[src/sv/tapm_pkg.sv]
// Package: shared constants, command type and back-end state type for the tabu arc memory.
package tapm_pkg;

    localparam int VERT_W     = 4;
    localparam int ROW_W      = 2 * VERT_W;
    localparam int ROWS       = 1 << ROW_W;
    localparam int POS_W      = 5;
    localparam int PATH_BITS  = 1 << POS_W;
    localparam int SLOT_CAP   = PATH_BITS - 1;
    localparam int SLOT_W     = 3;
    localparam int MAX_TENURE = 1 << SLOT_W;
    localparam int TEN_W      = 4;
    localparam int ENT_W      = ROW_W + POS_W;
    localparam int MARC_DEPTH = MAX_TENURE * PATH_BITS;
    localparam int MARC_AW    = SLOT_W + POS_W;

    typedef enum logic [1:0] {
        CMD_FILL,
        CMD_UPDATE,
        CMD_ARC,
        CMD_OVF
    } t_kind;

    typedef struct packed {
        t_kind              kind;
        logic [ROW_W-1:0]   row;
        logic [POS_W-1:0]   pos;
        logic               last;
    } t_cmd;

    typedef enum logic [2:0] {
        BK_IDLE,
        BK_WALK_RD,
        BK_WALK_ROW,
        BK_WALK_WR,
        BK_ARC_RD,
        BK_ARC_WR
    } t_back_state;

endpackage

[src/sv/tapm_front.sv]
// Front end: tracks path position and previous vertex, classifies each vertex into a command.
module tapm_front
    import tapm_pkg::*;
(
    input  logic              i_clk,
    input  logic              i_rst_n,
    input  logic              i_valid,
    input  logic              i_func,
    input  logic [VERT_W-1:0] i_vertex,
    input  logic              i_last_vertex,
    input  logic              i_q_full,
    output logic              o_ready,
    output logic              o_push,
    output t_cmd              o_cmd
);

    logic              r_in_path, n_in_path;
    logic [POS_W-1:0]  r_pos, n_pos;
    logic [VERT_W-1:0] r_prev, n_prev;

    assign o_ready = !i_q_full;
    assign o_push  = i_valid && !i_q_full;

    always_comb begin
        n_in_path  = r_in_path;
        n_pos      = r_pos;
        n_prev     = r_prev;
        o_cmd.row  = {r_prev, i_vertex};
        o_cmd.pos  = r_pos;
        o_cmd.last = i_last_vertex;
        if (!r_in_path) begin
            o_cmd.kind = i_func ? CMD_UPDATE : CMD_FILL;
            o_cmd.pos  = '0;
        end else if (r_pos == POS_W'(SLOT_CAP)) begin
            o_cmd.kind = CMD_OVF;
        end else begin
            o_cmd.kind = CMD_ARC;
        end
        if (o_push) begin
            n_prev    = i_vertex;
            n_in_path = 1'b1;
            if (!r_in_path) begin
                n_pos = '0;
            end else if (r_pos != POS_W'(SLOT_CAP)) begin
                n_pos = r_pos + 1'b1;
            end
            if (i_last_vertex) begin
                n_in_path = 1'b0;
                n_pos     = '0;
            end
        end
    end

    always_ff @(posedge i_clk) begin
        if (!i_rst_n) begin
            r_in_path <= 1'b0;
            r_pos     <= '0;
            r_prev    <= '0;
        end else begin
            r_in_path <= n_in_path;
            r_pos     <= n_pos;
            r_prev    <= n_prev;
        end
    end

endmodule

[config.mk]
export PLATFORM = sky130hd
export DESIGN_NAME = tapm_front
export DESIGN_NICKNAME = d
export VERILOG_FILES = /design/src/sv/tapm_pkg.sv /design/src/sv/tapm_front.sv
export SDC_FILE = /design/constraint.sdc
export NUM_CORES = 1
export LEC_CHECK = 0
export BUFFER_PORTS_ARGS = -buffer_cell sky130_fd_sc_hd__buf_2
export CAP_MARGIN = 40
export CORE_AREA = 2 2 39 41
export DETAILED_ROUTE_END_ITERATION = 10
export DIE_AREA = 0 0 41 43
export GPL_ROUTABILITY_DRIVEN = 0
export GPL_TIMING_DRIVEN = 1
export PLACE_DENSITY = 0.84
export REMOVE_ABC_BUFFERS = 1
export SLEW_MARGIN = 5
export SYNTH_ARGS = -nofsm -noshare
export SYNTH_HDL_FRONTEND = slang
export SYNTH_SLANG_ARGS = --single-unit
[constraint.sdc]
create_clock -name i_clk -period 4.3 [get_ports i_clk]
set_clock_uncertainty 0.05 [all_clocks]
set_input_delay 0.215 -clock i_clk [delete_from_list [all_inputs] [get_ports i_clk]]
set_output_delay 0.215 -clock i_clk [all_outputs]
set_load 0.02 [all_outputs]
==> results.tsv <==
metric	value	unit
final_nets	104	
cts_resized	0	
cts_htree_levels	1	
die_h	43	um
tightest_slew	0.370	ns
place_ws	2.52	ns
yosysSeqAreaShare	34.9	%
syn_avg_cell_area	8.45	um^2
crit_chain	ha_1 > and3_1 > ha_1 > mux2_2 > buf_2	
clock_path_buffers	2	
crit_cells	5	
gr-total-overflow	0	
clkPwrFrac	32.4	%
slew_headroom	75.3	%
grt_pass1_wl	2.08	mm
hold_class	input pin to flip-flop	
finalWorstSetupSlack	2.33	ns
totalWireLength	1.23	mm
rrSetupSlack	2.50	ns
antenna_found_initial	0	
syn_area	574	um^2
synth-seq-cells	10	
max_freq	0.506	GHz
finalSetupViolations	0	
crit_end	o_cmd[14]	
endpoint_kind	output port	
clkTransAtPathRegs	0.06	ns
cp_common_cell	ha_1	
critPathLaunchType	flip-flop	
cts-root-buf	clkbuf_4	
whs	0.142	ns
dp_hpwl	953	um
switching_share	26.8	%
clk_latency	0.26	ns
antenna_cells	0	
slowest_stage	dfxtp_1	
placed_cells	103	
grt_max_degree	12	
cts-buffers-inserted	3	
synth_cell_types	27	
p_int	0.139	mW
cts_tree	built	
final_common_cell	buf_2	
cp_data_arrival_time	1.71	ns
comb_power_share	16.2	%
yosysWarningCount	0	
placement.io_buffers	27	
fp-row-count	14	
status	finished clean	
tns	0	ns
seq_power_share	51.4	%
drtIter0Drc	3	
grt_usage	17.5	%
reg2reg_depth	5	
ant_nets	0	
final_cells	106	
p_per_area	275	nW/um^2
post_cts_buffers	0	
via_count	536	
grt_pass1_vias	499	
fillers	146	
initial_core_util	41.5	%
coreArea	1380	um^2
postLayoutCoreUtil	49.9	%
period_needed	1.97	ns
fp.dieW	41	um
syn_inst	68	
routed_via_density	5.06	
critPathMaxStageDelay	0.34	ns
layout_common_cells	buf_2, nand2_1, dfxtp_1, a21oi_1, and2_1	
maxCapViolCount	0	
fin_crit_sh	45.9	%
vdd_ir_drop_max	157	uV
wl_per_cell	11.6	um
drc	0	
min_path_cells	2	
hold_violations	0	
required	4.03	ns
dr.pass1.iters	2	
rsz0062_at_grt	no	
syn2layout_area_growth	20.3	%
crit_buf_inv	1	
worst-path-max-fanout	8	
finalMaxSlewViolations	0	
path_delay_family	adder cells	
r2r-end	r_pos[2]	
p_sw	0.0509	mW
drive_gt1_share	36.7	%
r2r-start	r_pos[0]	
ios	28	
clock_sinks	10	
dieArea	1760	um^2
crit_type	flip-flop to output port	
startpoint	r_pos[0]	
hold_buffers	0	
p_leak	0.334	nW
per-layer routing:
layer | vias up | routed length (um) | GRT usage (%)
li1 | 272 | - | -
met1 | 241 | 506 | 19.0
met2 | 21 | 628 | 28.4
met3 | 2 | 89 | 4.71
met4 | 0 | 10 | 10.0
met5 | - | 0 | 0
metrics by stage:
| step | instance area [um^2] | power, mW |
|---|---|---|
| after floorplan | 513 | 0.113 |
| after global routing | 691 | 0.201 |
| final | 691 | 0.190 |
| after CTS | 691 | 0.193 |
| after global placement | 668 | 0.130 |
| after detailed placement | 668 | 0.131 |
cells in the mapped netlist, drive strengths merged:
cell type / number / area (um^2)
nor2: 2 / 7.51
a211oi: 1 / 7.51
nand4bb: 1 / 27.5
or3b: 1 / 8.76
nand3: 1 / 5.00
inv: 3 / 11.3
and2: 5 / 31.3
nand2b: 2 / 12.5
mux2: 1 / 11.3
a31oi: 1 / 6.26
and3b: 1 / 8.76
a21oi: 7 / 35.0
ha: 2 / 25.0
o22ai: 2 / 12.5
or4b: 1 / 10.0
nand2: 11 / 41.3
or3: 2 / 12.5
buf: 8 / 61.3
dfxtp: 10 / 200
o21ai: 2 / 10.0
nor2b: 1 / 6.26
nand4b: 1 / 8.76
and3: 1 / 6.26
nand3b: 1 / 7.51
power by group through the flow:
stage               Sequential [mW]  Clock (mW)  Combinational [mW]
global placement             0.0997           0              0.0305
finish                       0.0977      0.0616              0.0307
global route                 0.0981      0.0694              0.0338
CTS                          0.0978      0.0646              0.0311
detailed placement           0.0998           0              0.0311
floorplan                     0.102           0              0.0111
logic make-up after synthesis:
group / after synthesis / synth area share, %
simple gates: 31 / 33.8
compound gates: 13 / 12.4
buf+inv: 11 / 12.6
flops: 10 / 34.9
fa+ha+maj: 2 / 4.36
mux: 1 / 1.96
worst min-delay path by stage:
stage / startpoint / end / slack [ns]
4_1_cts: i_last_vertex / r_in_path / 0.13
2_1_floorplan: i_last_vertex / r_in_path / 0.26
5_1_grt: i_vertex[2] / r_prev[2] / 0.15
6_report: i_last_vertex / r_in_path / 0.14
3_5_place_dp: r_prev[0] / r_prev[0] / 0.40
3_3_place_gp: r_prev[0] / r_prev[0] / 0.39
final cells by class:
type / count / area, um^2 / share of cell area [%]
Inverter: 3 / 11.3 / 1.63
Multi-Input combinational cell: 47 / 302 / 43.7
Timing Repair Buffer: 27 / 135 / 19.6
Sequential cell: 10 / 200 / 29.0
Tap cell: 16 / 20.0 / 2.90
Clock buffer: 3 / 22.5 / 3.26
sequential cells by signal, indices dropped and copies added, names as in the netlist:
name and cells:
r_prev 4, r_pos 5, r_in_path 1
(Power assumes the default switching activity.)
