`src/sv/tapm_pkg.sv`:
```
// Package: shared constants, command type and back-end state type for the tabu arc memory.
package tapm_pkg;

    localparam int VERT_W     = 4;
    localparam int ROW_W      = 2 * VERT_W;
    localparam int ROWS       = 1 << ROW_W;
    localparam int POS_W      = 5;
    localparam int PATH_BITS  = 1 << POS_W;
    localparam int SLOT_CAP   = PATH_BITS - 1;
    localparam int SLOT_W     = 3;
    localparam int MAX_TENURE = 1 << SLOT_W;
    localparam int TEN_W      = 4;
    localparam int ENT_W      = ROW_W + POS_W;
    localparam int MARC_DEPTH = MAX_TENURE * PATH_BITS;
    localparam int MARC_AW    = SLOT_W + POS_W;

    typedef enum logic [1:0] {
        CMD_FILL,
        CMD_UPDATE,
        CMD_ARC,
        CMD_OVF
    } t_kind;

    typedef struct packed {
        t_kind              kind;
        logic [ROW_W-1:0]   row;
        logic [POS_W-1:0]   pos;
        logic               last;
    } t_cmd;

    typedef enum logic [2:0] {
        BK_IDLE,
        BK_WALK_RD,
        BK_WALK_ROW,
        BK_WALK_WR,
        BK_ARC_RD,
        BK_ARC_WR
    } t_back_state;

endpackage

```
`src/sv/tapm_queue.sv`:
```
// Two-entry command queue between front and back ends.
module tapm_queue
    import tapm_pkg::*;
(
    input  logic i_clk,
    input  logic i_rst_n,
    input  logic i_push,
    input  t_cmd i_data,
    input  logic i_pop,
    output logic o_valid,
    output logic o_full,
    output t_cmd o_data
);

    t_cmd       r_mem [2];
    logic       r_wp, r_rp;
    logic [1:0] r_cnt;

    assign o_valid = (r_cnt != 2'd0);
    assign o_full  = (r_cnt == 2'd2);
    assign o_data  = r_mem[r_rp];

    always_ff @(posedge i_clk) begin
        if (i_push) begin
            r_mem[r_wp] <= i_data;
        end
    end

    always_ff @(posedge i_clk) begin
        if (!i_rst_n) begin
            r_wp  <= 1'b0;
            r_rp  <= 1'b0;
            r_cnt <= '0;
        end else begin
            if (i_push) r_wp <= !r_wp;
            if (i_pop)  r_rp <= !r_rp;
            r_cnt <= r_cnt + {1'b0, i_push} - {1'b0, i_pop};
        end
    end

endmodule

```
`config.mk`:
```
export PLATFORM = sky130hd
export DESIGN_NAME = tapm_queue
export DESIGN_NICKNAME = d
export VERILOG_FILES = /design/src/sv/tapm_pkg.sv /design/src/sv/tapm_queue.sv
export SDC_FILE = /design/constraint.sdc
export NUM_CORES = 1
export LEC_CHECK = 0
export BUFFER_PORTS_ARGS = -buffer_cell sky130_fd_sc_hd__buf_2
export CORE_UTILIZATION = 31
export CTS_CLUSTER_SIZE = 12
export DETAILED_ROUTE_END_ITERATION = 12
export HOLD_SLACK_MARGIN = 0.08
export SYNTH_ARGS = -nofsm -noshare
export SYNTH_HDL_FRONTEND = slang
export SYNTH_SLANG_ARGS = --single-unit
```
`constraint.sdc`:
```
create_clock -name i_clk -period 3.9 [get_ports i_clk]
set_input_delay 0.39 -clock i_clk [delete_from_list [all_inputs] [get_ports i_clk]]
set_output_delay 0.39 -clock i_clk [all_outputs]
set_load 0.01 [all_outputs]
```
==> results of run 1 <==
kinds of logic (layout without fill, tap and decap cells):
family          after synthesis  in the layout  synth area share (%)
flops                        37             37                  73.8
buf+inv                       4             47                  2.70
xor+xnor                      2              2                  2.18
mux                          16             16                  15.1
simple gates                  9              9                  3.92
fa+ha+maj                     2              2                  1.74
compound gates                1              1                 0.522
area by class of cell:
class                      instances  area (µm²)
multi-input combinational         30         340
inverter                           2        7.51
clock buffer                       7        96.3
sequential                        37        1060
tap                               52        65.1
timing repair buffer              37         185
clock inverter                     1        5.00
fill                             420        2650
flip-flops by register name (all words and copies together) (netlist names), named ones only:
| name | flops |
|---|---|
| r_cnt | 2 |
| r_rp | 1 |
| r_mem | 32 |
| r_wp | 1 |
worst paths after layout:
kind,startpoint,endpoint,cells after the start
worst min-delay path,i_data[6],r_mem[1][6]$_DFFE_PP_,1
worst max-delay path,flip-flop,o_data[0],2
worst max register to register,r_wp$_SDFFE_PN0P_,r_mem[0][3]$_DFFE_PP_,1
worst min register to register,r_rp$_SDFFE_PN0P_,flip-flop,2
worst max-delay path, cell delays in order (launching register included):
cell     delay (ns)
dfxtp_1        0.91
mux2_2         0.42
buf_2          0.14
cell usage after synthesis:
master / number / share of area (%)
edfxtp_1: 32 / 67
mux2_4: 10 / 10
mux2_2: 6 / 4.7
dfxtp_1: 5 / 7.0
and2_1: 4 / 1.7
nor2b_1: 4 / 1.7
ha_1: 2 / 1.7
inv_1: 2 / 0.52
buf_12: 1 / 1.4
buf_6: 1 / 0.78
o21a_1: 1 / 0.52
or2_2: 1 / 0.44
xnor3_1: 1 / 1.6
xor2_1: 1 / 0.61
layer usage:
layer / up-vias / track usage [%] / wire (µm)
li1: 346 / - / -
met1: 332 / 10.8 / 895
met2: 32 / 16.5 / 1110
met3: 4 / 5.92 / 187
met4: 0 / 4.00 / 32
met5: - / 0 / 0
power groups by stage:
stage	sequential [mW]	clock (mW)	combinational, mW
3_3_place_gp	0.481	0	0.108
2_1_floorplan	0.472	0	0.0830
4_1_cts	0.474	0.295	0.112
5_1_grt	0.477	0.313	0.119
3_5_place_dp	0.483	0	0.112
6_report	0.473	0.284	0.110
metrics by stage:
step,worst slack [ns],hold WS (ns),utilization [%]
global route,1.63,0.278,39.9
floorplan,2.32,0.489,-
global placement,2.04,0.573,37.6
finish,1.76,0.292,39.9
detailed placement,2.01,0.582,37.6
CTS,1.70,0.279,39.9
==> results.cfg, run 1 <==
[status]
status = complete, no violations

[cells_and_area]
stdcell_area_mm2 = 0.00176
layout_common_cells = buf_2 (37), edfxtp_1 (32), mux2_4 (10)
fin_cells = 166
layout_commonest_cell = buf_2
nNetsFinal = 135
diodes = 0
area_growth_pct = 22.5
drive_gt1_share_pct = 55.3

[place]
gp_congestion = 0.614
dpl_cell_area_mm2 = 0.00166
dp.cells = 158
port_buffers = 37

[clock_tree]
hold_buffers = 0
postCtsSetupRepairBufs = 0
clk_path_buf_depth = 2
numCtsBuffers = 5
path_clk_slew_ns = 0.07
cts_tree = built
cts_htree_levels = 2
clkLatencyLatePin_ns = 0.28
cts_resized = 0
cts_root_buf = clkbuf_8
cts_sinks = 37

[synth]
ys_seq_area_share_pct = 73.8
yosys_register_bits = 37
synth.distinct_cells = 14
avgSynthCellArea_um2 = 20.2
yosysWarnings = 0
synthCells = 71
syn-cell-area_mm2 = 0.00144
syn_nets = 93

[sta]
finClkSkew_ns = 0.00128
min_period_ns = 2.14
drv_slew = 0
tightest_slew_ns = 0.902
rsz0062_at_grt = no
max_freq_mhz = 467
hold_violations = 0
slew_headroom_pct = 39.6
tns_ns = 0
finalSetupViolCount = 0
period_share_pct = 54.9

[floorplan]
die_area_mm2 = 0.00491
core-area_mm2 = 0.00441
boundaryPins = 38
start_util_pct = 32.6
fp.dieH_um = 70.1
num_rows = 24
chipWidth_um = 70.1

[setup_path]
reg2reg_slack_ns = 2.49
startpoint_type = flip-flop
path_max_fanout = 16
end_kind = primary output
cp.arrival_ns = 1.75
required_ns = 3.51
crit_type = flip-flop to primary output

[power]
switching_share_pct = 21.4
power.total_mw = 0.867
pwr-share-comb_pct = 12.6
p_per_area_mw_per_mm2 = 492
p_leak_nw = 0.710
vdd_ir_drop_max_v = 0.000236
power_switching_mw = 0.185
intPower_mw = 0.681
pwr-share-seq_pct = 54.6
pwr-share-clk_pct = 32.7

[drt]
drt-initial-drc-count = 44
wl_per_cell_um = 13.4
routed_wl_mm = 2.23
vias = 714
viasPerCell = 4.30
drc_errors = 0
ant_nets = 0
first_pass_iters = 2

[global_routing]
gr-usage-all-layers_pct = 10.1
grt_pass1_wl_mm = 3.59
grt-ovfl-total = 0
antenna_found_initial = 0
grt_pass1_vias = 753
grt_max_degree = 18

[run]
maxCapViolCount = 0

[hold_path]
min_path_type = primary input to flip-flop
Note: power is estimated with default switching activity, not from simulation.
==> inputs of run 2 (changes only) <==
==> constraint.sdc (replaced) <==
create_clock -name i_clk -period 2.2 [get_ports i_clk]
set_input_delay 0.22 -clock i_clk [delete_from_list [all_inputs] [get_ports i_clk]]
set_output_delay 0.22 -clock i_clk [all_outputs]
set_load 0.01 [all_outputs]
==> run 2 against run 1 <==
Net effect:
- flip-flop and latch count unchanged
- utilization up 0.17 points
- highest routed layer unchanged
- wire length shrank 5.4%
==> results.cfg, run 2 (same netlist as run 1, synthesis figures left out) <==
[floorplan]
die_area_mm2 = 0.00491
fp.dieH_um = 70.1
boundaryPins = 38
num_rows = 24
start_util_pct = 32.6
core-area_mm2 = 0.00441
chipWidth_um = 70.1

[power]
p_leak_nw = 0.715
vdd_ir_drop_max_v = 0.000404
p_per_area_mw_per_mm2 = 837

[sta]
rsz0062_at_grt = no
drv_slew = 0
whs_ns = 0.121
setup_slack_ns = 0.590
finalSetupViolCount = 0
finClkSkew_ns = 0.00567
period_share_pct = 73.2
min_period_ns = 1.61
tightest_slew_ns = 0.493
slew_headroom_pct = 67.0
tns_ns = 0
max_freq_mhz = 621
hold_violations = 0

[cells_and_area]
nNetsFinal = 138
layout_common_cells = buf_2 (37), edfxtp_1 (32), mux2_4 (10)
top_register = r_mem
drive_gt1_share_pct = 56.4
final_util_pct = 40.1
fin_cells = 169
largest_reg_flops = 32
area_growth_pct = 23.0
diodes = 0
reg.largest.list = r_mem: 32 flops, r_cnt: 2 flops
layout_commonest_cell = buf_2

[place]
dpl.hpwl_mm = 1.50
gp_congestion = 0.636
pre_cts_ws_ns = 0.801
port_buffers = 37
dp.cells = 161

[drt]
ant_nets = 0
drc_errors = 0
viasPerCell = 4.36
routed_wl_mm = 2.10
wl_per_cell_um = 12.4
first_pass_iters = 3
vias = 736
drt-initial-drc-count = 40

[hold_path]
min_path_type = primary input to flip-flop

[clock_tree]
postCtsSetupRepairBufs = 0
cts_sinks = 37
cts_resized = 0
hold_buffers = 0
cts_root_buf = clkbuf_8
clkLatencyLatePin_ns = 0.28
cts_tree = built
cts_htree_levels = 2
numCtsBuffers = 5
clk_path_buf_depth = 2
path_clk_slew_ns = 0.07

[setup_path]
required_ns = 1.98
startpoint_type = flip-flop
path_max_fanout = 16
crit_type = flip-flop to primary output
cp.arrival_ns = 1.39
cp-endpoint = o_data[3]
r2r-end = r_cnt[1]$_SDFF_PN0_
reg2reg_slack_ns = 0.83
r2r_start = r_cnt[0]$_SDFF_PN0_
end_kind = primary output
r2r_cells = 6

[global_routing]
gr-usage-all-layers_pct = 9.24
grt-ovfl-total = 0
grt_pass1_wl_mm = 3.37
grt_max_degree = 17
antenna_found_initial = 0
grt_pass1_vias = 743

[run]
maxCapViolCount = 0

[status]
status = complete, no violations
run 2: layout make-up:
cell class              instances  area (µm²)
flip-flops and latches         37        1060
well taps                      52        65.1
clock buffers                   5        68.8
fillers                       422        2650
repair buffers                 40         208
multi-input cells              30         340
clock inverters                 3        17.5
inverters                       2        7.51
run 2: metal layers:
metal	vias to the layer above	track usage (%)	share of wire, %
li1	352	-	-
met1	348	10.5	43
met2	30	14.6	47
met3	6	4.18	7.7
met4	0	4.67	1.9
met5	-	0	0
run 2: worst min-delay path by stage:
stage	startpoint	to	slack, ns	depth (start not counted)
after floorplan	i_data[0]	r_mem[0][0]$_DFFE_PP_	0.32	0
after global placement	i_data[4]	r_mem[1][4]$_DFFE_PP_	0.41	1
after detailed placement	i_data[6]	r_mem[1][6]$_DFFE_PP_	0.41	1
after CTS	i_data[6]	r_mem[1][6]$_DFFE_PP_	0.11	1
after global routing	i_data[1]	r_mem[1][1]$_DFFE_PP_	0.11	1
final	i_data[8]	r_mem[1][8]$_DFFE_PP_	0.12	1
run 2: critical path: stages (launching register included):
cell and delay [ns]:
dfxtp_1 0.32, buf_4 0.27, mux2_2 0.38, buf_2 0.14
run 2: where the power goes:
group	leakage [nW]	switching, mW	total (mW)	internal (mW)
clock	0.0439	0.226	0.444	0.218
combinational	0.329	0.0931	0.211	0.118
sequential	0.342	0.0151	0.824	0.809
total	0.715	0.334	1.48	1.15
run 2: metrics by stage:
stage	cell area [µm²]	power [mW]
after floorplan	1440	0.984
after global routing	1770	1.54
after CTS	1770	1.50
final	1770	1.48
after global placement	1680	1.05
after detailed placement	1680	1.06
